--- config.mk ---
export PLATFORM = sky130hd
export DESIGN_NAME = roi_wb_back
export DESIGN_NICKNAME = d
export VERILOG_FILES = /design/src/rtl/roi_wb_pkg.sv /design/src/rtl/roi_wb_back.sv
export SDC_FILE = /design/constraint.sdc
export NUM_CORES = 1
export LEC_CHECK = 0
export BUFFER_PORTS_ARGS = -buffer_cell sky130_fd_sc_hd__buf_2
export CAP_MARGIN = 25
export CORE_UTILIZATION = 60
export DETAILED_ROUTE_END_ITERATION = 8
export GPL_TIMING_DRIVEN = 1
export PLACE_DENSITY = 0.85
export SYNTH_ARGS = -nofsm -noshare
export SYNTH_HDL_FRONTEND = slang
export SYNTH_SLANG_ARGS = --single-unit
--- constraint.sdc ---
create_clock -name clk -period 15.8 [get_ports clk]
set_clock_uncertainty 0.2 [all_clocks]
set_input_delay 3.16 -clock clk [delete_from_list [all_inputs] [get_ports clk]]
set_output_delay 3.16 -clock clk [all_outputs]
set_load 0.005 [all_outputs]
--- src/rtl/roi_wb_pkg.sv ---
// shared constants and types for the region writeback alignment block
package roi_wb_pkg;

	localparam int FACTOR_BITS = 11;
	localparam int STEP_BITS   = 2;
	localparam int QUEUE_DEPTH = 4;
	localparam int ADDR_BITS   = 5;
	localparam int DATA_BITS   = 32;

	localparam int FRAME_RIGHT_RESET  = 1920;
	localparam int FRAME_BOTTOM_RESET = 1080;
	localparam int ALIGN_RESET        = 256;

	localparam logic [2:0] REG_FRAME_LEFT   = 3'd0;
	localparam logic [2:0] REG_FRAME_TOP    = 3'd1;
	localparam logic [2:0] REG_FRAME_RIGHT  = 3'd2;
	localparam logic [2:0] REG_FRAME_BOTTOM = 3'd3;
	localparam logic [2:0] REG_ALIGN_FACTOR = 3'd4;

	typedef enum logic [1:0] {
		ACT_KEEP   = 2'd0,
		ACT_WIDTH  = 2'd1,
		ACT_HEIGHT = 2'd2,
		ACT_FRAME  = 2'd3
	} action_t;

	typedef struct packed {
		logic full;
		logic not_empty;
	} qstat_t;

endpackage

--- src/rtl/roi_wb_back.sv ---
// back stage: centres and clamps the chosen expansion, holds the result beat
module roi_wb_back #(
	parameter int COORD_BITS = 14
) (
	input  logic                    clk,
	input  logic                    arst_n,
	input  logic [COORD_BITS-1:0]   frame_right,
	input  logic [COORD_BITS-1:0]   frame_bottom,
	input  logic [5*COORD_BITS+1:0] ent_data,
	input  roi_wb_pkg::qstat_t      qstat,
	output logic                    pop,
	output logic                    out_valid,
	input  logic                    out_stall,
	output logic [COORD_BITS-1:0]   out_left,
	output logic [COORD_BITS-1:0]   out_top,
	output logic [COORD_BITS-1:0]   out_right,
	output logic [COORD_BITS-1:0]   out_bottom,
	output logic [1:0]              action
);
	import roi_wb_pkg::*;

	localparam int CB = COORD_BITS;

	logic [CB-1:0] l, t, r, b, m;
	logic [1:0]    act;
	logic          horiz;
	logic [CB-1:0] s, e, bound, len, c, half, st, en;
	logic [CB:0]   en_raw;
	logic [CB-1:0] nl, nt, nr, nb;

	logic          out_valid_q;
	logic [CB-1:0] l_q, t_q, r_q, b_q;
	logic [1:0]    act_q;

	assign {l, t, r, b, m, act} = ent_data;

	assign horiz = act == ACT_WIDTH;
	assign s     = horiz ? l : t;
	assign e     = horiz ? r : b;
	assign bound = horiz ? frame_right : frame_bottom;
	assign len   = e - s;
	assign c     = m - len;
	assign half  = c >> 1;
	assign en_raw = {1'b0, e} + {1'b0, half} + (CB+1)'(c[0]);

	// centred growth, pushed back inside when it runs below zero or past the frame's right or bottom edge
	always_comb begin
		if (s < half) begin
			st = '0;
			en = m;
		end else if (en_raw > {1'b0, bound}) begin
			st = bound - m;
			en = bound;
		end else begin
			st = s - half;
			en = en_raw[CB-1:0];
		end
	end

	always_comb begin
		nl = l;
		nt = t;
		nr = r;
		nb = b;
		case (act)
			ACT_WIDTH: begin
				nl = st;
				nr = en;
			end
			ACT_HEIGHT: begin
				nt = st;
				nb = en;
			end
			default: begin
			end
		endcase
	end

	assign pop = qstat.not_empty && (!out_valid_q || !out_stall);

	always_ff @(posedge clk or negedge arst_n) begin
		if (!arst_n) begin
			out_valid_q <= 1'b0;
		end else if (!out_valid_q || !out_stall) begin
			out_valid_q <= qstat.not_empty;
		end
	end

	always_ff @(posedge clk) begin
		if (pop) begin
			l_q   <= nl;
			t_q   <= nt;
			r_q   <= nr;
			b_q   <= nb;
			act_q <= act;
		end
	end

	assign out_valid  = out_valid_q;
	assign out_left   = l_q;
	assign out_top    = t_q;
	assign out_right  = r_q;
	assign out_bottom = b_q;
	assign action     = act_q;

endmodule

==> flow_summary.yaml <==
status:
  status: "complete, no violations"
cts:
  hold_buffers: 0
  cts_tree: "yes"
  cts_htree_levels: 3
  clock_sinks: 59
  cts.reportedPaths.clkPinSlew_ns: 0.07
  clock_path_buffers: 2
  cts_made_buffers: 9
  root_buffer: "clkbuf_8"
  post_cts_buffers: 0
  cts_resized: 0
  clk_latency_ns: 0.35
logic_synthesis:
  syn-num-nets: 976
  ys_top_cells_by_area: "edfxtp_1 (26%), ha_1 (13%), nand2_1 (7.8%), mux2i_1 (5.8%), fa_1 (4.2%)"
  ys_top_cells_by_count: "nand2_1 (140), inv_1 (72), ha_1 (68)"
  synth_cell_types: 78
  synth.avg_cell_area_sq_um: 8.55
  synth-seq-cells: 59
  syn_inst: 789
  synth_area_sq_um: 6740
  yosysMostFrequentCell: "nand2_1"
  synth_area_leader_cell: "edfxtp_1"
  synth.top_cell.area_share: 0.258
  yosys_warnings: 0
  synthFlopType: "edfxtp_1"
  synthArstFlopShare: 0.0169
  synth-edff-count: 58
  ys_seq_area_frac: 0.262
hold_path:
  min_from: "out_valid"
  min_to: "out_valid"
  hp-class: "reg -> reg"
  hold_depth: 1
sta:
  fin_tns_setup_ns: 0
  max_slew.worst_pin.slew_ns: 0.953
  timing.final.setup_violations: 0
  drv_slew: 0
  timing.final.crit_share: 0.742
  grt_setup_unrepaired: "false"
  hold_violations: 0
  fin_ws_ns: 4.07
  finalCriticalPeriod_ns: 11.73
  fmax_mhz: 85.3
  timing.hold.ws_ns: 0.407
  slew_headroom: 0.364
setup_path:
  r2r-end: "out_left[11]"
  worstPathMaxFanout: 51
  path_class: "in -> reg"
  ff2ff_setup_slack_ns: 13.98
  required_ns: 15.65
  cp-end-kind: "register"
  reg2reg_from: "out_valid"
  crit_top_cell: "ha_1"
  cp-start-kind: "primary input"
  critPathMaxStageDelay_ns: 0.54
  cp_slowest_cell: "buf_4"
  ff2ff_path_depth: 2
  crit_arrival_ns: 11.57
floorplan:
  die_h_microns: 108
  core_area_sq_um: 10900
  pin_count: 165
  num_rows: 38
  die_w_microns: 108
  die_area_sq_um: 11700
  initial_utilization: 0.619
flow_run:
  maxCapViolations: 0
placement:
  port_buffers: 163
  pre_cts_ws_ns: 3.85
  place.gp.congestion: 0.927
  hpwl_microns: 15500
power_and_ir_drop:
  ir_drop_uv: 171
  p_leak_nw: 3.90
  power.density_nw_per_um2: 202
route:
  vias: 6487
  wl_per_cell_microns: 17.8
  via_per_inst: 5.98
  drc: 0
  totalWireLength_microns: 19300
  initialDrtViolationCount: 660
  postRouteAntennaNets: 0
  dr.pass1.iters: 5
global_routing:
  grt_max_degree: 64
  track_usage: 0.330
  grt_pass1_wl_microns: 29000
  grt-ovfl-total: 0
  antenna_found_initial: 0
  first_global_vias: 5864
finish:
  final_net_count: 1126
  n_antenna_cell: 0
  area_growth_pct: 16.5
  layout-drive-gt1-share: 0.229
-- worst max-delay path, delay by kind of cell --
| family | cells | cell delay, ns |
|---|---|---|
| adders and majority gates | 4 | 1.18 |
| buffers and inverters | 4 | 1.32 |
| and+or+nand+nor | 7 | 1.23 |
| xor gates and xnor gates | 2 | 0.43 |
| AOI/OAI and AO/OA | 15 | 3.69 |
| muxes | 1 | 0.54 |
-- flip-flops by register name (all words and copies together), names as in the netlist --
name / count
out_left: 14
out_right: 14
action: 2
out_bottom: 14
out_top: 14
out_valid: 1
-- cells in the final DEF (no fill, tap or decap), drive strengths merged, types with 4 or more instances in the layout --
cell    instances
inv            73
o211ai          4
a311oi          4
and3            7
o41ai           4
mux2i          41
a21o           20
o21ai          64
nor3           12
buf           168
o21bai          7
nand2b          9
fa             14
a211oi          8
a21oi          34
o21a            5
o31ai          18
nand3          11
ha             68
clkbuf         15
xnor2          28
mux2            7
nor2           42
xor2           20
nor2b          12
and2            5
nand2         140
edfxtp         58
-- how the worst max path moves through the flow --
stage                start              to  slack, ns  depth (start not counted)
6_report       ent_data[0]  out_bottom[10]       4.07                         33
5_1_grt        ent_data[0]  out_bottom[10]       3.66                         33
4_1_cts        ent_data[0]  out_bottom[10]       4.19                         33
3_5_place_dp   ent_data[0]  out_bottom[10]       3.85                         33
3_3_place_gp   ent_data[0]   out_bottom[1]       4.01                         33
2_1_floorplan     qstat[0]             pop       4.93                          1
-- per-layer routing --
metal | up-vias | routed length [microns] | global-route usage
met3 | 47 | 1990 | 0.0615
met2 | 366 | 8550 | 0.514
met1 | 2980 | 8200 | 0.458
met5 | - | 0 | 0
met4 | 0 | 529 | 0.113
li1 | 3094 | - | -
-- power by group --
group          internal [mW]  switching, mW
Combinational          0.489          0.748
Clock                 0.0740         0.0587
Sequential             0.211        0.00684
-- layout make-up --
| class | count | area (sq um) |
|---|---|---|
| Clock buffer | 15 | 186 |
| Fill cell | 821 | 3030 |
| Clock inverter | 1 | 5.00 |
| Sequential cell | 59 | 1770 |
| Multi-Input combinational cell | 628 | 4590 |
| Tap cell | 140 | 175 |
| Timing Repair Buffer | 168 | 853 |
| Inverter | 73 | 274 |
-- metrics by stage --
step	power, mW	utilization	instances	instance area, sq um
2_1_floorplan	1.15	-	789	6740
3_3_place_gp	1.39	0.704	1068	7660
3_5_place_dp	1.42	0.704	1068	7660
6_report	1.59	0.721	1084	7850
4_1_cts	1.56	0.721	1084	7850
5_1_grt	1.70	0.721	1084	7850
-- logic make-up after synthesis --
logic type	share of synthesized area
AOI/OAI and AO/OA	0.201
xor gates and xnor gates	0.0646
adders and majority gates	0.169
buffers and inverters	0.0603
DFF	0.262
muxes	0.0750
and+or+nand+nor	0.168
Power figures use the tool's default switching activity.
