File: src/rtl/roi_wb_pkg.sv
// shared constants and types for the region writeback alignment block
package roi_wb_pkg;

	localparam int FACTOR_BITS = 11;
	localparam int STEP_BITS   = 2;
	localparam int QUEUE_DEPTH = 4;
	localparam int ADDR_BITS   = 5;
	localparam int DATA_BITS   = 32;

	localparam int FRAME_RIGHT_RESET  = 1920;
	localparam int FRAME_BOTTOM_RESET = 1080;
	localparam int ALIGN_RESET        = 256;

	localparam logic [2:0] REG_FRAME_LEFT   = 3'd0;
	localparam logic [2:0] REG_FRAME_TOP    = 3'd1;
	localparam logic [2:0] REG_FRAME_RIGHT  = 3'd2;
	localparam logic [2:0] REG_FRAME_BOTTOM = 3'd3;
	localparam logic [2:0] REG_ALIGN_FACTOR = 3'd4;

	typedef enum logic [1:0] {
		ACT_KEEP   = 2'd0,
		ACT_WIDTH  = 2'd1,
		ACT_HEIGHT = 2'd2,
		ACT_FRAME  = 2'd3
	} action_t;

	typedef struct packed {
		logic full;
		logic not_empty;
	} qstat_t;

endpackage

File: src/rtl/roi_wb_queue.sv
// short queue between the classifying front and the expanding back
module roi_wb_queue #(
	parameter int W = 72
) (
	input  logic               clk,
	input  logic               arst_n,
	input  logic               push_req,
	input  logic [W-1:0]       wr_data,
	input  logic               pop,
	output logic [W-1:0]       rd_data,
	output roi_wb_pkg::qstat_t qstat
);
	import roi_wb_pkg::*;

	localparam int PB = $clog2(QUEUE_DEPTH);
	localparam int CW = $clog2(QUEUE_DEPTH + 1);

	logic [W-1:0]  mem_q [QUEUE_DEPTH];
	logic [PB-1:0] wr_ptr_q, rd_ptr_q;
	logic [CW-1:0] count_q;
	logic          push, full;

	assign full = count_q == CW'(QUEUE_DEPTH);
	assign push = push_req && !full;

	always_ff @(posedge clk or negedge arst_n) begin
		if (!arst_n) begin
			wr_ptr_q <= '0;
			rd_ptr_q <= '0;
			count_q  <= '0;
		end else begin
			if (push) begin
				wr_ptr_q <= (wr_ptr_q == PB'(QUEUE_DEPTH - 1)) ? '0 : wr_ptr_q + 1'b1;
			end
			if (pop) begin
				rd_ptr_q <= (rd_ptr_q == PB'(QUEUE_DEPTH - 1)) ? '0 : rd_ptr_q + 1'b1;
			end
			if (push && !pop) begin
				count_q <= count_q + 1'b1;
			end else if (pop && !push) begin
				count_q <= count_q - 1'b1;
			end
		end
	end

	always_ff @(posedge clk) begin
		if (push) begin
			mem_q[wr_ptr_q] <= wr_data;
		end
	end

	assign rd_data         = mem_q[rd_ptr_q];
	assign qstat.full      = full;
	assign qstat.not_empty = count_q != '0;

endmodule

File: config.mk
export PLATFORM = sky130hd
export DESIGN_NAME = roi_wb_queue
export DESIGN_NICKNAME = d
export VERILOG_FILES = /design/src/rtl/roi_wb_pkg.sv /design/src/rtl/roi_wb_queue.sv
export SDC_FILE = /design/constraint.sdc
export NUM_CORES = 1
export LEC_CHECK = 0
export ABC_AREA = 1
export BUFFER_PORTS_ARGS = -buffer_cell sky130_fd_sc_hd__buf_2
export CORE_MARGIN = 5
export CORE_UTILIZATION = 54
export CTS_BUF_LIST = sky130_fd_sc_hd__clkbuf_4
export DETAILED_ROUTE_END_ITERATION = 10
export HOLD_SLACK_MARGIN = 0.1
export PLACE_DENSITY = 0.78
export SETUP_SLACK_MARGIN = 0.1
export SKIP_LAST_GASP = 1
export SYNTH_ARGS = -nofsm -noshare
export SYNTH_HDL_FRONTEND = slang
export SYNTH_SLANG_ARGS = --single-unit
File: constraint.sdc
create_clock -name clk -period 4.1 [get_ports clk]
set_input_delay 1.23 -clock clk [delete_from_list [all_inputs] [get_ports clk]]
set_output_delay 1.23 -clock clk [all_outputs]
set_load 0.05 [all_outputs]
==> run summary, run 1 <==
The overall overflow remaining after global route was 0. Once layout is complete, the cells apart from fillers number 1417. The synthesized netlist net count is 981.

Sink count of the clock tree: 295. In the post-synthesis netlist, the biggest area contributors are sky130_fd_sc_hd__edfxtp_1 73%, sky130_fd_sc_hd__o211ai_1 9.1%, sky130_fd_sc_hd__nand2_1 7.2%, sky130_fd_sc_hd__inv_1 5.0%, sky130_fd_sc_hd__buf_6 1.6%. Sort of element at the start of the critical path: a flop. The iteration-0 DRC count of the detailed router was 444; the area after detailed placement was 12900 sq um.

The required time of the worst setup path is 2870 ps, and the post-DP HPWL is 12.5 mm. The cell taking the most area after synthesis is sky130_fd_sc_hd__edfxtp_1. The max-slew headroom at the worst pin is 0.384, and the per-cell via count in the routed design is 5.04. First-pass GRT wire length: 34.8 mm. After the last flow step, the layout net total stands at 1171. Synthesis inferred 295 register bits. The number of DRC violations after detailed routing was 0.

Total routing resource utilization after global routing: 0.178. For the worst setup path, the data arrival time is 2480 ps. Pin placement for this block handled 150 I/O pins.

The netlist uses 18 different library cells. The cell area after layout is 13800 sq um, and the total number of placement rows is 54. From synthesis to final layout, the design area changed by 15.8%. The number of clock buffers added by TritonCTS is 72. The final clock period utilization by the worst path was 0.906.

TritonCTS built the clock tree. The first TritonRoute pass finished after 5 iterations. The worst min-delay path category is input port to async pin. The longest clock path from root to sink contains 3 buffers. The floorplan step defined a die boundary enclosing 25100 sq um. Entering global routing, the biggest net connects 127 pins.

The die width was 158 microns; the routed wire length per instance was 15.4 microns. The clock transition time at the flip-flop clock pins of the worst setup and hold paths works out to 70 ps. Post-CTS timing repair inserted 0 buffers for setup. The post-route worst setup slack was 387 ps.

For the pin with the worst max-slew slack, the measured transition is 924 ps. Between clock sinks in the finished design, the worst skew comes to 37.6 ps. The placement-stage worst setup slack was 1010 ps.

For this design, the CTS-stage hold fixing added 0 buffers. The congestion estimate from routability-driven global placement came to 0.736. The tools report the number of hold violations in the final report as 0. The count of pins over their slew limit is 0, and the initial core utilization is 0.546.

The sequential element share of the synthesized area is 0.742, and the power per cell area is 794 nW/um^2. The latest clock arrival within the worst-skew pair is 640 ps, and the worst vdd rail ir drop is 0.000514 V. Along the worst path, the maximum fanout reaches 126. The number of antenna violations at the first check in global routing is 3.

The proportion of layout cells with a drive suffix above 1 is 0.251, and the post-cts sizing count is 0. The count of nets left with antenna violations once routing finished came out at 0. The critical path endpoint category is a primary output. Setup repair after global routing left no endpoint under its margin. The core region is 21800 sq um. The shortest clock period the worst path allows after layout works out to 3710 ps. The cell area after technology mapping is 11900 sq um. The setup check on the worst reg-to-reg path leaves a slack of 1960 ps.

Cell chosen for the clock root: sky130_fd_sc_hd__clkbuf_4. The flow ran to the end, and the final reports show no timing, DRC or antenna violations. The run gives 1294 as the number of placed cells counting well taps. A synthesized cell averages 13.2 sq um.

The portion of synthesized cell area occupied by the leading cell type was 0.728. Static timing analysis puts the maximum clock frequency at 269 MHz. Total number of vias: 7145. The standby leakage power is 0.00571 uW, and the number of buffers added on ports is 149.

The via count of the first global-routing pass is 7012, and the setup violation total in the final timing report is 0. The routed design has 21.8 mm of wire. Max-cap violations in this run came to 0.

The Yosys step of the flow raised 0 warnings. The floorplan step set the die height to 158 microns. Synthesis handed over a netlist of 898 instances. The clock tree synthesis step divided the H-tree into 3 levels. The startpoint-to-endpoint class of the critical path was flop to primary output.
## layout make-up
cell class | count | area (sq um)
inverters | 161 | 612
well taps | 280 | 350
clock inverters | 12 | 48.8
diodes | 2 | 5.00
multi-input cells | 395 | 2140
clock buffers | 109 | 818
fillers | 1630 | 7990
repair buffers | 163 | 963
flip-flops and latches | 295 | 8820
## worst paths after layout
kind                       depth (start not counted)     endpoint   startpoint
max                                                5  rd_data[15]  rd_ptr_q[0]
min                                                1   count_q[1]       arst_n
max reg2reg                                        9   count_q[1]   count_q[1]
min reg2reg                                        2   count_q[2]   count_q[2]
max in group asynchronous                          1  wr_ptr_q[1]       arst_n
min in group clk                                   2   count_q[2]   count_q[2]
## power breakdown
part           switching, uW  internal [uW]  leakage, uW
registers                140           3950      0.00272
clock network           1050           1210     0.000535
logic                   3520           1050      0.00245
total                   4710           6210      0.00571
## logic make-up (layout without fill, tap and decap cells)
kind of cell | Yosys count | after routing | synth area share
DFF | 295 | 295 | 0.742
and+or+nand+nor | 240 | 240 | 0.0765
buffers and inverters | 208 | 445 | 0.0803
AOI/OAI and AO/OA | 147 | 147 | 0.0922
adders and majority gates | 7 | 7 | 0.00800
xor gates and xnor gates | 1 | 1 | 0.000737
other | 0 | 2 | 0
## metrics by stage
stage          setup TNS [ps]  total power [uW]  hold slack (ps)   util
2_1_floorplan         -225690              7760              463      -
3_3_place_gp                0              8690              480  0.592
3_5_place_dp                0              8780              504  0.592
4_1_cts                     0             11100              380  0.632
5_1_grt                     0             11600              371  0.633
6_report                    0             10900              436  0.633
## flip-flops by register name, summed over array words and instances, names as in the netlist
signal    count
mem_q       288
count_q       3
rd_ptr_q      2
wr_ptr_q      2
## layout by cell type, fill, tap and decap left out, drive strengths merged
cell type / instances
edfxtp: 288
diode: 2
ha: 6
nand4: 1
nand2: 229
xnor2: 1
clkbuf: 109
o211ai: 144
clkinv: 9
o21ai: 3
dfrtp: 7
nor2: 5
fa: 1
buf: 163
nand3: 5
inv: 164
## synthesized netlist by cell type
cell type and n:
sky130_fd_sc_hd__buf_2 8, sky130_fd_sc_hd__buf_4 9, sky130_fd_sc_hd__buf_6 17, sky130_fd_sc_hd__clkbuf_1 13
sky130_fd_sc_hd__dfrtp_1 7, sky130_fd_sc_hd__edfxtp_1 288, sky130_fd_sc_hd__fa_1 1, sky130_fd_sc_hd__ha_1 6
sky130_fd_sc_hd__inv_1 159, sky130_fd_sc_hd__inv_2 1, sky130_fd_sc_hd__inv_4 1, sky130_fd_sc_hd__nand2_1 229
sky130_fd_sc_hd__nand3_1 5, sky130_fd_sc_hd__nand4_1 1, sky130_fd_sc_hd__nor2_1 5, sky130_fd_sc_hd__o211ai_1 144
sky130_fd_sc_hd__o21ai_0 3, sky130_fd_sc_hd__xnor2_1 1
## critical path, cell delays in order, from the launching register on
cell	delay [ps]
sky130_fd_sc_hd__dfrtp_1	450
sky130_fd_sc_hd__inv_8	490
sky130_fd_sc_hd__buf_4	340
sky130_fd_sc_hd__o211ai_1	120
sky130_fd_sc_hd__nand2_1	120
sky130_fd_sc_hd__buf_2	260
## routing by layer
metal  global-route usage  part of all wire  vias to the layer above
met4               0.0561             0.013                        2
met5                    0           0.00060                        -
met1                0.232              0.43                     3362
met2                0.293              0.49                      203
met3               0.0489             0.072                       25
li1                     -                 -                     3553
(Power assumes the default switching activity.)
==> run 2, diff against run 1 <==
--- a/config.mk
+++ b/config.mk
@@ -11,6 +11,7 @@
 export CORE_UTILIZATION = 54
 export CTS_BUF_LIST = sky130_fd_sc_hd__clkbuf_4
 export DETAILED_ROUTE_END_ITERATION = 10
+export GPL_TIMING_DRIVEN = 0
 export HOLD_SLACK_MARGIN = 0.1
 export PLACE_DENSITY = 0.78
 export SETUP_SLACK_MARGIN = 0.1
==> run 2 against run 1 <==
  * Sequential share of layout area shrank 1.3 points
  * Clock skew shrank 8.2 ps
  * Global-route usage grew 2.1 points
  * Sequential power is essentially flat
  * Sequential cell count is the same
  * Clock power is essentially flat
  * Hold slack lost 17 ps
  * Critical path type unchanged
  * Critical endpoint is now rd_data[33]
  * Largest power group unchanged
==> run summary, run 2 (same netlist as run 1, synthesis figures left out) <==
The run finished with clean final reports. The clock network fraction of design power was 0.199 (-0.008); the proportion of layout cells with a drive suffix above 1 was 0.260 (+0.00866). The run gives 351 (-21%) as the iteration-0 DRC count of the detailed router. The tools report the critical path endpoint category as a primary output. The logs give 0 (unchanged) for the max-cap check violation count and 1335 (+3.2%) for the number of placed cells counting well taps. The total number of placement rows was 54 (unchanged); the overall overflow remaining after global route was 0 (unchanged). The total routing resource utilization after global routing came out at 0.199 (+0.0208). The path class of the tightest hold or removal check is input port to async pin.

The chip height is 158 microns (unchanged). The post-CTS setup-driven buffer insertion count was 0 (unchanged). The run gives 21800 sq um (unchanged) as the total core area. The cts-stage hold buffer count was 0 (unchanged); the routed wire length per instance was 17.0 microns (+10%). TritonCTS built the clock tree. The critical path's largest stage delay was 380 ps (-110 ps); the worst setup skew after layout was 29.4 ps (-8.22 ps).

The logs give 4930 uW (+4.5%) for the net switching power and 1463 (+3.2%) for the final non-filler cell total. The worst register-to-register path begins at count_q[1]. The tools report the sink count of the clock tree as 295 (unchanged). First-pass GRT wire length: 38.1 mm (+9.3%). The number of clock buffers inserted by TritonCTS was 75 (+4.2%); the internal power summed over all cells was 6320 uW (+1.8%). The final clock period utilization by the worst path was 0.856 (-0.0495); the count of pins over their slew limit was 0 (unchanged).

The critical-path maximum fanout came out at 10 (-92%). In the layout the commonest cells are 288 x sky130_fd_sc_hd__edfxtp_1, 229 x sky130_fd_sc_hd__nand2_1, 159 x sky130_fd_sc_hd__inv_1, 157 x sky130_fd_sc_hd__buf_2, 144 x sky130_fd_sc_hd__o211ai_1. The placement-stage worst setup slack is 1090 ps (+76.9 ps).

The most frequent standard cell in the layout excluding fill and tap cells is sky130_fd_sc_hd__edfxtp_1. The sequential fraction of design power is 0.363 (-0.012), and the shortest clock period the worst path allows after layout is 3510 ps (-203 ps). Setup repair after global routing left no endpoint under its margin. The maximum operating frequency was 285 MHz (+5.8%). The post-DP HPWL was 15.6 mm (+25%); the slack of the worst reg-to-reg path was 1770 ps (-190 ps).

Register containing the most flip-flops in the final layout: mem_q. The CTS H-tree depth was 3 (unchanged); the setup violation total in the final timing report was 0 (unchanged). Arrival time of data at the critical path endpoint: 2280 ps (-200 ps). The largest individual stage delay along the critical path comes from the cell sky130_fd_sc_hd__dfrtp_1. The number of buffers added on ports was 149 (unchanged).

The power per cell area is 801 nW/um^2 (+0.91%). The post-route antenna net violation count was 0 (unchanged); the via count of the first global-routing pass was 7489 (+6.8%). Among the stages of the critical path, the cell type that occurs most often is sky130_fd_sc_hd__buf_2. The run gives 0 (unchanged) as the post-cts sizing count. The post-route worst setup slack is 590 ps (+203 ps), and the per-cell via count in the routed design is 5.10 (+1.2%). The number of cells on the worst reg-to-reg path is 5 (-4). The buffer levels on the longest clock path is 3 (unchanged). For the overall power consumption, the log shows 11200 uW (+3.0%). The tools report the number of nets in the layout as 1215 (+3.8%). The worst register-to-register path ends at mem_q[3][18].

The run gives 0.00585 uW (+2.4%) as the standby leakage power. The run gives 0 (unchanged) as the number of hold violations in the final report. The largest net degree at the start of global routing was 30 (-76%); the latest clock arrival within the worst-skew pair was 640 ps (about the same). The largest registers in the layout are mem_q: 288 flops, count_q: 3 flops. The global placer's final weighted congestion is 0.748 (+1.5%), and the initial core utilization is 0.546 (unchanged). Startpoint-to-endpoint class of the critical path: flop to primary output. The tools report the top-level port count as 150 (unchanged). Die width: 158 microns (unchanged). The number of antenna violations at the first check in global routing is 3 (unchanged), and the total number of vias is 7467 (+4.5%). Clock tree synthesis selected as its root buffer the cell sky130_fd_sc_hd__clkbuf_4. For the max-slew headroom at the worst pin, the log shows 0.425 (+0.0408). The clock transition time at the flip-flop clock pins of the worst setup and hold paths came out at 70 ps (about the same).

The logs give 0.438 (+0.020) for the combinational share of power and 2870 ps (about the same) for the required time of the worst setup path. Walking the worst path, the cells encountered are buf_4, inv_2, buf_2, o211ai_1, nand2_1, buf_2. The final wirelength is 24.8 mm (+14%), and the switching share of power is 0.438 (+0.00654).

The run gives 25100 sq um (unchanged) as the area of the die. The area added between synthesis and finish is 18.1%. The sort of element at the start of the critical path was a flop. The worst vdd rail ir drop was 0.000669 V (+30%); the flip-flop count of the largest register, all copies and words added was 288 (unchanged).

The number of iterations in the first detailed-routing pass was 6 (+1). The slew at the pin closest to its max-slew limit came out at 861 ps (-63.2 ps). The tools report the fill cell total of the finished layout as 1613 (-1.0%).

The run gives 0 (unchanged) as the number of DRC violations after detailed routing.
==> run 2: cell types whose count changed in the layout (fill, tap and decap cells not counted), moves of 3 or more <==
| cell | delta |
|---|---|
| sky130_fd_sc_hd__buf_2 | +8 |
| sky130_fd_sc_hd__clkinv_1 | +8 |
| sky130_fd_sc_hd__diode_2 | +3 |
| sky130_fd_sc_hd__buf_6 | +17 |
| sky130_fd_sc_hd__clkbuf_4 | -4 |
| sky130_fd_sc_hd__buf_4 | +4 |
| sky130_fd_sc_hd__clkbuf_1 | +13 |
==> run 2: per-layer routing <==
metal  vias up  global-route usage  wire length (microns)
li1       3639                   -                      -
met1      3522               0.250                   9950
met2       269               0.336                  12500
met3        37              0.0508                   1970
met4         0              0.0723                    400
met5         -                   0                      0
==> run 2: worst max path at each step <==
stage                        end   startpoint  cells past startpoint
finish               rd_data[33]  rd_ptr_q[1]                      6
global route         rd_data[64]  rd_ptr_q[0]                      6
CTS                  rd_data[40]  rd_ptr_q[1]                      6
detailed placement  mem_q[3][24]     push_req                      4
global placement    mem_q[1][24]     push_req                      3
floorplan            mem_q[0][0]     push_req                      2
==> run 2: final cells by class <==
type                            instances  area [sq um]  area share
Sequential cell                       295          8820       0.628
Multi-Input combinational cell        395          2140       0.152
Timing Repair Buffer                  157           906      0.0645
Clock buffer                          105           788      0.0561
Inverter                              161           607      0.0432
Tap cell                              280           350      0.0249
Buffer                                 47           348      0.0248
Clock inverter                         18          70.1     0.00499
Antenna cell                            5          12.5    0.000891
==> run 2: worst max-delay path: cells and delay by family (launching register included) <==
kind                   cells  cell delay (ps)
buffers and inverters      4             1010
flip-flops                 1              380
AO/OA/AOI/OAI              1              130
AND/OR/NAND/NOR            1              110
==> run 2: power groups by stage <==
stage               Clock [uW]  Combinational [uW]  Sequential [uW]
finish                    2240                4920             4090
global route              2490                5250             4130
CTS                       2300                4970             4090
detailed placement           0                4970             4150
global placement             0                4780             4250
floorplan                    0                3570             4190
==> run 2: through the flow <==
stage	setup TNS [ps]	hold slack [ps]	area (sq um)	utilization
after floorplan	-225690	463	11900	-
after global placement	-897610	478	13000	0.597
after detailed placement	0	508	13200	0.606
after CTS	0	354	14000	0.645
after global routing	0	351	14000	0.645
final	0	419	14000	0.646
==> run 3, diff against run 2 <==
--- a/config.mk
+++ b/config.mk
@@ -7,13 +7,13 @@
 export LEC_CHECK = 0
 export ABC_AREA = 1
 export BUFFER_PORTS_ARGS = -buffer_cell sky130_fd_sc_hd__buf_2
+export CAP_MARGIN = 20
 export CORE_MARGIN = 5
-export CORE_UTILIZATION = 54
+export CORE_UTILIZATION = 40
 export CTS_BUF_LIST = sky130_fd_sc_hd__clkbuf_4
 export DETAILED_ROUTE_END_ITERATION = 10
 export GPL_TIMING_DRIVEN = 0
 export HOLD_SLACK_MARGIN = 0.1
-export PLACE_DENSITY = 0.78
 export SETUP_SLACK_MARGIN = 0.1
 export SKIP_LAST_GASP = 1
 export SYNTH_ARGS = -nofsm -noshare
==> run 3 against run 2 <==
  * Maximum frequency shrank 1.6%
  * First-iteration DRC count fell by 17%
  * Total power grew 2.0%
  * Setup slack lost 58 ps
  * Global-route usage is 4.3 points lower
  * Clock power up 9.8%
  * Sequential cell count is the same
  * Sequential power barely moved
  * Design area is 1.7% higher
  * Count of clock-buffer cells in the layout rose by 5
  * Core utilization down 16 points
  * Sequential share of layout area down 1.0 points
  * Critical endpoint is now rd_data[66]
  * Largest cell class unchanged
==> run summary, run 3 (same netlist as run 1, synthesis figures left out) <==
The number of clock buffers inserted by TritonCTS was 75 (unchanged). The fill cell total of the finished layout is 2621 (+62%). The layer flagged by global routing as most heavily used is met2. The standby leakage power is 0.00590 uW (+0.94%). The run gives 0 (unchanged) as the number of hold violations in the final report. The setup path with the least slack is of type flop to primary output. The routed wire length per instance works out to 16.3 microns (-4.0%). The latest clock arrival within the worst-skew pair was 640 ps (about the same). The number of DRC violations after detailed routing came out at 0 (unchanged). The post-CTS setup-driven buffer insertion count is 0 (unchanged), and the number of antenna violations at the first check in global routing is 3 (unchanged). The logs give 0 (unchanged) for the count of pins over their slew limit and 0 (unchanged) for the cts-stage hold buffer count. Chip height: 182 microns (+15%). The met2 layer usage reported by global route is 0.263 (-0.0725), and the slew at the pin closest to its max-slew limit is 956 ps (+95.2 ps). The critical-path maximum fanout came out at 10 (unchanged). The reg-to-reg critical path startpoint was count_q[0].

The final clock period utilization by the worst path works out to 0.870 (+0.0141). CTS H-tree depth: 3 (unchanged). The post-cts sizing count came out at 0 (unchanged).

Sort of element at the start of the critical path: a flop. The worst vdd rail ir drop was 0.000444 V (-34%); the initial core utilization was 0.403 (-0.143). The total core area was 29500 sq um (+36%); the area added between synthesis and finish was 20.1%.

The power per cell area is 803 nW/um^2 (+0.31%), and the total number of placement rows is 63 (+17%). The worst setup skew after layout is 34.4 ps (+4.99 ps), and the largest net degree at the start of global routing is 29 (-3.3%). In the final layout, the registers with the most flip-flops are mem_q: 288 flops, count_q: 3 flops. For the met3 track demand over resource, the log shows 0.0431 (-0.00778).

The number of nets in the layout was 1215 (unchanged). The post-DP HPWL came out at 16.2 mm (+3.5%). The first-pass GRT wire length was 39.9 mm (+4.7%); the post-route antenna net violation count was 0 (unchanged). The final wirelength was 25.7 mm (+3.5%); the iteration-0 DRC count of the detailed router was 293 (-17%). The number of cells on the worst reg-to-reg path was 5 (unchanged).

In this run the critical register-to-register path is captured at mem_q[2][19]. Top-level port count: 150 (unchanged). The total area of multi-input combinational cells was 2140 sq um (unchanged). The tools report the buffer levels on the longest clock path as 3 (unchanged). Via count of the first global-routing pass: 7393 (-1.3%). The global placer's final weighted congestion is 0.715 (-4.4%), and the required time of the worst setup path is 2870 ps (about the same).

The die width came out at 182 microns (+15%). The cell chosen for the clock root is sky130_fd_sc_hd__clkbuf_4. Area used by sequential logic in the layout: 8820 sq um (unchanged).

The number of buffers added on ports is 149 (unchanged). For the max-cap check violation count, the log shows 0 (unchanged). The total routing resource utilization after global routing came out at 0.156 (-0.0428). STA classifies the critical path endpoint as a primary output. The register containing the most flip-flops in the final layout was mem_q. The tools report the final worst hold slack as 410 ps (-8.62 ps). Setup violation total in the final timing report: 0 (unchanged).

The flip-flop count of the largest register, all copies and words added is 288 (unchanged). Worst min-delay path category: input port to async pin. The total number of vias was 7285 (-2.4%); the max-slew headroom at the worst pin was 0.361 (-0.0636). Number of iterations in the first detailed-routing pass: 4 (-2).

For the sum of negative setup slack, the log shows 0 ps (unchanged). For the overall overflow remaining after global route, the log shows 0 (unchanged). The library cell used most frequently in the layout, excluding fill and tap cells, is sky130_fd_sc_hd__edfxtp_1. The slack of the worst reg-to-reg path was 1730 ps (-40 ps). The sink count of the clock tree is 295 (unchanged).

The run finished with clean final reports. The proportion of layout cells with a drive suffix above 1 is 0.265 (+0.00499), and the arrival time of data at the critical path endpoint is 2340 ps (+60 ps). The met1 global-route usage was 0.192 (-0.0584); the overall power consumption was 11500 uW (+2.0%). For the area of the die, the log shows 33300 sq um (+33%). TritonCTS built the clock tree. The per-cell via count in the routed design was 4.62 (-9.5%); the maximum operating frequency was 280 MHz (-1.6%). The clock transition time at the flip-flop clock pins of the worst setup and hold paths was 60 ps (about the same). Setup repair after global routing left no endpoint under its margin. The shortest clock period the worst path allows after layout works out to 3570 ps (+57.8 ps).

The library cells used most frequently in the layout, excluding fill and tap cells, are 288 x sky130_fd_sc_hd__edfxtp_1, 229 x sky130_fd_sc_hd__nand2_1, 159 x sky130_fd_sc_hd__inv_1, 157 x sky130_fd_sc_hd__buf_2, 144 x sky130_fd_sc_hd__o211ai_1.
==> run 3: changes by cell type in the layout (fill, tap and decap cells not counted), sizes merged <==
cell / previous run / this run
clkbuf: 118 / 123
diode: 5 / 2
bufinv: 0 / 2
clkinv: 16 / 18
inv: 163 / 162
==> run 3: cell type report <==
class,instances,share of cell area
antenna,2,0.000350
buffer,47,0.0244
clock buffer,110,0.0578
clock inverter,21,0.00981
inverter,161,0.0425
multi-input combinational,395,0.150
sequential,295,0.618
tap,390,0.0342
timing repair buffer,157,0.0634
==> run 3: report_power, final <==
group / total, uW / internal, uW / switching (uW)
clock network: 2460 / 1360 / 1100
registers: 4080 / 3950 / 129
logic: 4940 / 1200 / 3740
total: 11500 / 6500 / 4970
==> run 3: routing by layer <==
metal / up-vias / share of wire
met4: 4 / 0.017
met5: - / 0.00094
met2: 184 / 0.50
li1: 3651 / -
met1: 3407 / 0.43
met3: 39 / 0.055
==> run 3: worst max path at each step <==
stage	start	cells after the start	to	slack (ps)
final	rd_ptr_q[1]	6	rd_data[66]	530
after global routing	rd_ptr_q[1]	5	rd_data[33]	330
after CTS	rd_ptr_q[1]	6	rd_data[66]	420
after detailed placement	push_req	4	mem_q[2][25]	1000
after global placement	push_req	3	mem_q[2][26]	-3460
after floorplan	push_req	2	mem_q[0][0]	-780
==> run 3: worst max-delay path: stages, from the launching register on <==
cell and delay, ps:
sky130_fd_sc_hd__dfrtp_1 380, sky130_fd_sc_hd__buf_4 200, sky130_fd_sc_hd__inv_2 230, sky130_fd_sc_hd__buf_2 320, sky130_fd_sc_hd__o211ai_1 160, sky130_fd_sc_hd__nand2_1 110, sky130_fd_sc_hd__buf_2 270
==> run 3: stage by stage <==
| step | worst slack [ps] | utilization | instances | instance area [sq um] |
|---|---|---|---|---|
| global route | 330 | 0.484 | 1578 | 14300 |
| CTS | 420 | 0.484 | 1576 | 14300 |
| finish | 532 | 0.484 | 1578 | 14300 |
| detailed placement | 996 | 0.452 | 1445 | 13300 |
| floorplan | -784 | - | 898 | 11900 |
| global placement | -3460 | 0.445 | 1437 | 13100 |
